===== config.mk =====
export PLATFORM = sky130hd
export DESIGN_NAME = ialu_divider
export DESIGN_NICKNAME = d
export VERILOG_FILES = /design/src/rtl/ialu_pkg.sv /design/src/rtl/ialu_divider.sv
export SDC_FILE = /design/constraint.sdc
export NUM_CORES = 2
export LEC_CHECK = 0
export ABC_CLOCK_PERIOD_IN_PS = 53400
export BUFFER_PORTS_ARGS = -buffer_cell sky130_fd_sc_hd__clkbuf_2
export CORE_MARGIN = 10
export CORE_UTILIZATION = 35
export CTS_BUF_LIST = sky130_fd_sc_hd__clkbuf_16
export DETAILED_ROUTE_END_ITERATION = 8
export PLACE_DENSITY = 0.57
export SLEW_MARGIN = 25
export SYNTH_ARGS = -nofsm -noshare
export SYNTH_HDL_FRONTEND = slang
export SYNTH_SLANG_ARGS = --single-unit

===== constraint.sdc =====
create_clock -name clk -period 53.4 [get_ports clk]
set_input_delay 8.01 -clock clk [delete_from_list [all_inputs] [get_ports clk]]
set_output_delay 8.01 -clock clk [all_outputs]
set_load 0.02 [all_outputs]

===== src/rtl/ialu_pkg.sv =====
// ialu_pkg: opcodes, widths and pipeline types for the integer alu
// no dependencies
package ialu_pkg;

	localparam int unsigned WordW = 32;
	localparam int unsigned OpW = 4;
	localparam int unsigned DivStages = 4;
	localparam int unsigned BitsPerStage = WordW / DivStages;

	typedef logic [WordW-1:0] word_t;
	typedef logic [OpW-1:0] op_t;

	localparam op_t OP_ADD = 4'd0;
	localparam op_t OP_SUB = 4'd1;
	localparam op_t OP_AND = 4'd2;
	localparam op_t OP_XOR = 4'd3;
	localparam op_t OP_OR  = 4'd4;
	localparam op_t OP_ROT = 4'd5;
	localparam op_t OP_MUL = 4'd6;
	localparam op_t OP_DIV = 4'd7;
	localparam op_t OP_MOD = 4'd8;
	localparam op_t OP_CMP = 4'd9;

	localparam word_t SIGN_BIT = 32'h8000_0000;

	typedef struct packed {
		logic  is_div;
		logic  is_mod;
		logic  neg;
		logic  dz;
		word_t simple;
	} div_ctl_t;

endpackage


===== src/rtl/ialu_divider.sv =====
// ialu_divider: pipelined restoring divider of unsigned magnitudes
// uses ialu_pkg; a fixed number of quotient bits per stage, advance-enabled
module ialu_divider import ialu_pkg::*; (
	input  logic     clk,
	input  logic     arst_n,
	input  logic     adv,
	input  logic     in_valid,
	input  word_t    dividend,
	input  word_t    divisor,
	input  div_ctl_t in_ctl,
	output logic     out_valid,
	output word_t    quot,
	output word_t    rem,
	output div_ctl_t out_ctl
);

	logic     v_q   [DivStages];
	word_t    q_q   [DivStages];
	word_t    r_q   [DivStages];
	word_t    d_q   [DivStages];
	div_ctl_t c_q   [DivStages];

	function automatic logic [2*WordW-1:0] div_step(word_t qin, word_t rin, word_t d);
		logic [WordW:0] r;
		word_t q;
		q = qin;
		r = {1'b0, rin};
		for (int i = 0; i < BitsPerStage; i++) begin
			r = {r[WordW-1:0], q[WordW-1]};
			q = {q[WordW-2:0], 1'b0};
			if (r >= {1'b0, d}) begin
				r = r - {1'b0, d};
				q[0] = 1'b1;
			end
		end
		return {q, r[WordW-1:0]};
	endfunction

	always_ff @(posedge clk or negedge arst_n) begin
		if (!arst_n) begin
			for (int s = 0; s < DivStages; s++) v_q[s] <= 1'b0;
		end else if (adv) begin
			v_q[0] <= in_valid;
			for (int s = 1; s < DivStages; s++) v_q[s] <= v_q[s-1];
		end
	end

	always_ff @(posedge clk) begin
		if (adv) begin
			{q_q[0], r_q[0]} <= div_step(dividend, '0, divisor);
			d_q[0] <= divisor;
			c_q[0] <= in_ctl;
			for (int s = 1; s < DivStages; s++) begin
				{q_q[s], r_q[s]} <= div_step(q_q[s-1], r_q[s-1], d_q[s-1]);
				d_q[s] <= d_q[s-1];
				c_q[s] <= c_q[s-1];
			end
		end
	end

	assign out_valid = v_q[DivStages-1];
	assign quot = q_q[DivStages-1];
	assign rem = r_q[DivStages-1];
	assign out_ctl = c_q[DivStages-1];

endmodule


==> Word-level counts from Yosys, hierarchy flattened <==
Memories as Yosys holds them, arrays and structs flattened.
Index checks and enable logic that the tools add are counted.
{ "totals": {"out_inout_bits": 101, "wordCells": 172, "register_bits": 260, "mem_bits_ro": 0, "input_bits": 104, "memories": 2, "latchBits": 0, "mem_bits_rw": 272} }
{ "memory_table": {"columns": ["memory", "depth", "width", "read_ports", "rd_clocked_by_memory_dff", "wr", "line_no", "text"], "rows": [
  ["c_q", 4, 36, 4, 0, 4, "ialu_divider.sv:21", "div_ctl_t c_q [DivStages];"],
  ["d_q", 4, 32, 3, 0, 4, "ialu_divider.sv:20", "word_t d_q [DivStages];"]
]} }
{ "op_classes": {"bitwise_logic": 0, "order_cmp": 32, "eq_ne": 0, "mux": 94, "n_shift": 0, "add_sub_neg": 32, "reduce_logical": 0, "mul": 0, "n_div": 0} }
{ "op_table": {"columns": ["cell", "n"], "rows": [
  ["$mux 32", 60],
  ["$ge 33x32->1", 31],
  ["$sub 32x32->32", 31],
  ["$mux 1", 34],
  ["$ge 1x32->1", 1],
  ["$sub 1x32->32", 1]
]} }

==> Logic depth before layout (Yosys ltp) <==
An unclocked memory read counts as a cell.
{ "logic_depth": {"ltp_word": 24, "mapped_depth": 145, "mapped_depth_nobuf": 127} }

==> Worst setup path before layout <==
No wires, ideal clock.
{ "synth_path": {"path_kind": "in2reg", "from": "input port dividend[31]", "to": "register r_q[100] (netlist bit), data pin", "stages": 122, "setup_ps": 260, "setup_slack_ps": 20808, "arrival_time_ps": 32332, "t_required_ps": 53140, "path_buffers": 16, "path_cell_list": "inv_1 -> ha_1 -> clkbuf_1 -> inv_1 -> ha_1 -> a21oi_1 -> nor4_2 -> clkbuf_1 -> clkbuf_1 -> o31a_1 -> ha_1 -> a21o_1 -> a21oi_1 -> o21bai_1 -> or3_1 -> o211ai_1 -> a211oi_1 -> nor3b_2 -> [... 86 more ...] -> o21ai_0 -> a21boi_0 -> o21ai_0 -> a21oi_1 -> and2_1 -> o211ai_1 -> a31oi_1 -> a41oi_1 -> a21oi_1 -> nand4_1 -> a31oi_1 -> o21ai_0 -> nand2b_1 -> a211o_1 -> a211o_1 -> buf_2 -> buf_6 -> mux2_4"} }
{ "synth_via": {"elab_chain_cells": 23, "word_cells_on_any_way": 31, "classes_between": "8 x add/sub; 8 x order compare; 15 x mux"} }
{ "synth_rtl": {"columns": ["element", "line_no", "text"], "rows": [
  ["from (decl)", "ialu_divider.sv:8", "input word_t dividend,"],
  ["$sub 1x32->32 / $ge 1x32->1 (equally long branches)", "ialu_divider.sv:32, ialu_divider.sv:31", null],
  ["$mux 32 *", "ialu_divider.sv:31", "if (r >= {1'b0, d}) begin"],
  ["$mux 32 *", "ialu_divider.sv:49", "if (adv) begin"],
  ["$sub 32x32->32 / $ge 33x32->1 (equally long branches)", "ialu_divider.sv:32, ialu_divider.sv:31", null],
  ["$mux 32 *", "ialu_divider.sv:31", null],
  ["$mux 32 *", "ialu_divider.sv:49", null],
  ["$sub 32x32->32 / $ge 33x32->1 (equally long branches)", "ialu_divider.sv:32, ialu_divider.sv:31", null],
  ["$mux 32 *", "ialu_divider.sv:31", null],
  ["[... 7 more ...]", null, null],
  ["$sub 32x32->32 / $ge 33x32->1 (equally long branches)", "ialu_divider.sv:32, ialu_divider.sv:31", null],
  ["$mux 32 *", "ialu_divider.sv:31", null],
  ["$mux 32 *", "ialu_divider.sv:49", null],
  ["$ge 33x32->1 / $sub 32x32->32 (equally long branches)", "ialu_divider.sv:31, ialu_divider.sv:32", null],
  ["$mux 32 *", "ialu_divider.sv:31", null],
  ["$mux 32 *", "ialu_divider.sv:49", null],
  ["$sub 32x32->32 / $ge 33x32->1 (equally long branches)", "ialu_divider.sv:32, ialu_divider.sv:31", null],
  ["$mux 32 *", "ialu_divider.sv:31", null],
  ["to (signal, indexed assignment)", "ialu_divider.sv:54", "{q_q[s], r_q[s]} <= div_step(q_q[s-1], r_q[s-1], d_q[s-1]);"],
  ["to (decl)", "ialu_divider.sv:19", "word_t r_q [DivStages];"]
]} }
Every way passes the cells marked *; elsewhere a longest branch is shown, timed or not. The select of a mux whose other input is x is not followed.
A chain may end at the register's enable or synchronous reset.

==> Worst setup path in the final report <==
{ "layout_path": {"from": "input port divisor[0]", "to": "register r_q[98] (netlist bit), data pin"} }
{ "layout_via": {"elab_chain_cells": 23, "word_cells_on_any_way": 31, "classes_between": "8 x add/sub; 8 x order compare; 15 x mux"} }
{ "layout_rtl": {"columns": ["element", "line_no", "text"], "rows": [
  ["from (decl)", "ialu_divider.sv:9", "input word_t divisor,"],
  ["$sub 1x32->32 / $ge 1x32->1 (equally long branches)", "ialu_divider.sv:32, ialu_divider.sv:31", null],
  ["$mux 32", "ialu_divider.sv:31", null],
  ["$mux 32", "ialu_divider.sv:49", null],
  ["$sub 32x32->32 / $ge 33x32->1 (equally long branches)", "ialu_divider.sv:32, ialu_divider.sv:31", null],
  ["$mux 32", "ialu_divider.sv:31", null],
  ["$mux 32", "ialu_divider.sv:49", null],
  ["$sub 32x32->32 / $ge 33x32->1 (equally long branches)", "ialu_divider.sv:32, ialu_divider.sv:31", null],
  ["$mux 32", "ialu_divider.sv:31", null],
  ["[... 7 more ...]", null, null],
  ["$sub 32x32->32 / $ge 33x32->1 (equally long branches)", "ialu_divider.sv:32, ialu_divider.sv:31", null],
  ["$mux 32", "ialu_divider.sv:31", null],
  ["$mux 32", "ialu_divider.sv:49", null],
  ["$ge 33x32->1 / $sub 32x32->32 (equally long branches)", "ialu_divider.sv:31, ialu_divider.sv:32", null],
  ["$mux 32", "ialu_divider.sv:31", null],
  ["$mux 32", "ialu_divider.sv:49", null],
  ["$sub 32x32->32 / $ge 33x32->1 (equally long branches)", "ialu_divider.sv:32, ialu_divider.sv:31", null],
  ["$mux 32 *", "ialu_divider.sv:31", null]
]} }
Marked as above.

==> results_dict.tcl <==
set metrics [dict create \
    period_needed_ns 37.04 \
    synth_area_sq_um 74800 \
    finalMaxSlewViolations 0 \
    fmax_ghz 0.0270 \
    layout-drive-gt1-share_pct 11.3 \
    ys_ff_latch 500 \
    postLayoutCellArea_sq_um 80700 \
    vias 68743 \
    crit_arrival_ns 37.50 \
    async_flop_share_pct 0.800 \
    synth.net_count 9991 \
    r2r_cells 127 \
    dieArea_sq_um 233000 \
    cp-start-kind "primary input" \
    synth_area_leaders "edfxtp_1 20%, ha_1 17%, mux2_2 6.8%" \
    routed_wl_microns 265000 \
    synth_edf_count 496 \
    ys_seq_area_share_pct 20.1 \
    first_iter_violations 5468 \
    antenna_found_initial 29 \
    finalSetupViolCount 0 \
    syn_to_final_growth_pct 7.97 \
    cp.buffers_inverters 9 \
    drc 0 \
    crit_family "compound AO/OA/AOI/OAI gates" \
    synth-main-ff-cell "edfxtp_1" \
    worstSetupEndpointType "flip-flop" \
    synth.most_common_cell "ha_1" \
    clockBufferDepth 3 \
    relSlewSlack_pct 35.1 \
    wl_per_cell_microns 22.3 \
    synth_top_area_cell "edfxtp_1" \
    io_buffers 204 \
    ff2ff_setup_slack_ns 17.94 \
    tritoncts "yes" \
    htreeDepth 2 \
    crit_cells 107 \
    cts_resized 0 \
    synth_cell_type_count 117 \
    grt_first_pass_wirelength_microns 393000 \
    grt_start_max_net_pins 80 \
    drt-pass1-iter-count 8 \
    io-pin-count 205 \
    holdBufCountCts 0 \
    fin_crit_sh_pct 69.4 \
    die_w_microns 482 \
    post_dp_cell_area_sq_um 78800 \
    std_cell_rows 169 \
    hold_depth 0 \
    critPathMostFrequentCell "a21oi_1" \
    cp_slowest_cell "a2111oi_0" \
    syn_inst 8862 \
    fin_tns_setup_ns 0 \
    synth_commonest_cells "994 x ha_1, 862 x a21oi_1, 611 x nor2_1" \
    grt.total_usage_pct 21.5 \
    whs_ns 0.400 \
    fin_skew_ns 0.0515 \
    place_inst 11739 \
    synth_top_area_share_pct 19.9 \
    vias_per_cell 5.80 \
    critPathKind "primary input to flip-flop" \
    postSynthAreaPerCell_sq_um 8.44 \
    hold_class "flip-flop to flip-flop" \
    clockRootBuffer "clkbuf_16" \
    core_sq_um 212000 \
    slowest_delay_ns 0.70 \
    final_cells 11860 \
    grt_pass1_vias 64990 \
    worst_skew_pair.late_latency_ns 0.72 \
    final_nets 10107 \
    cts_buffers 58 \
    rsz0062_at_grt "no" \
    cp.required_ns 53.86 \
    ant_nets 0 \
    ys_warn_count 0 \
    worst_pin_slew_ns 0.964 \
    crit_fanout 39 \
    post-cts-setup-buffers 0 \
    cap_viol_max_count 0 \
    die_y_microns 482 \
    cts.sinks 500 \
    gp_congestion 0.957 \
    outcome "completed" \
    path_clk_slew_ns 0.06 \
    start_util_pct 35.2 \
    grt_overflow 0 \
    final-hold-violation-count 0 \
    hpwl_microns 208000 \
]
-- stage by stage --
stage	worst slack (ns)	utilization, %
after floorplan	20.81	-
after global placement	16.03	37.1
after detailed placement	15.65	37.1
after CTS	16.27	38.0
after global routing	13.88	38.0
final	16.36	38.0
-- worst paths after layout --
kind	from	end
max in group asynchronous	arst_n	v_q[1]
min in group asynchronous	arst_n	v_q[2]
worst min register to register	c_q[0][34]	c_q[1][34]
worst max-delay path	divisor[0]	r_q[98]
worst max register to register	d_q[1][19]	r_q[49]
worst min-delay path	c_q[0][34]	c_q[1][34]
-- layout by cell type, fill, tap and decap left out, types with 140 or more instances in the layout --
cell / instances
mux2_2: 452
nand2b_1: 148
a21o_1: 403
ha_1: 994
xnor2_1: 553
nand4_1: 146
o21a_1: 140
nor3_1: 176
nand3_1: 178
nor2_1: 611
nor2b_1: 152
a21oi_1: 862
xor2_1: 256
nand2_1: 598
edfxtp_1: 496
inv_1: 490
clkbuf_2: 203
o21ai_0: 553
-- worst register-to-register path, delay by kind of cell (launching register included) --
family	cells	cell delay [ns]
AOI/OAI and AO/OA	76	20.94
buffers and inverters	21	5.60
and+or+nand+nor	20	4.64
adders and majority gates	8	2.77
muxes	2	0.85
DFF	1	0.38
-- flip-flops by register name, summed over array words and instances (netlist names) --
register	cells
r_q	96
out_valid	1
q_q	96
rem	32
d_q	96
c_q	144
quot	32
v_q	3
-- metal layers --
layer | vias up | track usage (%) | part of all wire, %
met3 | 431 | 2.25 | 5.3
met5 | - | 0 | 0.0045
met4 | 2 | 9.98 | 5.1
li1 | 33375 | - | -
met1 | 32877 | 28.1 | 44
met2 | 2058 | 35.7 | 46
-- area by class of cell --
| class | count | area, sq um |
|---|---|---|
| Clock inverter | 48 | 378 |
| Sequential cell | 500 | 15000 |
| Multi-Input combinational cell | 7626 | 56700 |
| Fill cell | 21704 | 132000 |
| Clock buffer | 59 | 1480 |
| Antenna cell | 14 | 35.0 |
| Timing Repair Buffer | 295 | 1740 |
| Tap cell | 2821 | 3530 |
| Inverter | 497 | 1870 |
-- cells by family (layout without fill, tap and decap cells) --
| family | Yosys count | in the layout | share of synthesized area [%] |
|---|---|---|---|
| mux | 567 | 567 | 8.58 |
| buf+inv | 736 | 899 | 4.22 |
| xor+xnor | 809 | 809 | 9.48 |
| other cells | 0 | 14 | 0 |
| compound gates | 2814 | 2814 | 24.3 |
| flops | 500 | 500 | 20.1 |
| simple gates | 2411 | 2411 | 15.9 |
| fa+ha+maj | 1025 | 1025 | 17.5 |
Power is left out: the tool's default activity adds up to more than one toggle a clock period on the data nets, which glitch-free logic cannot reach.
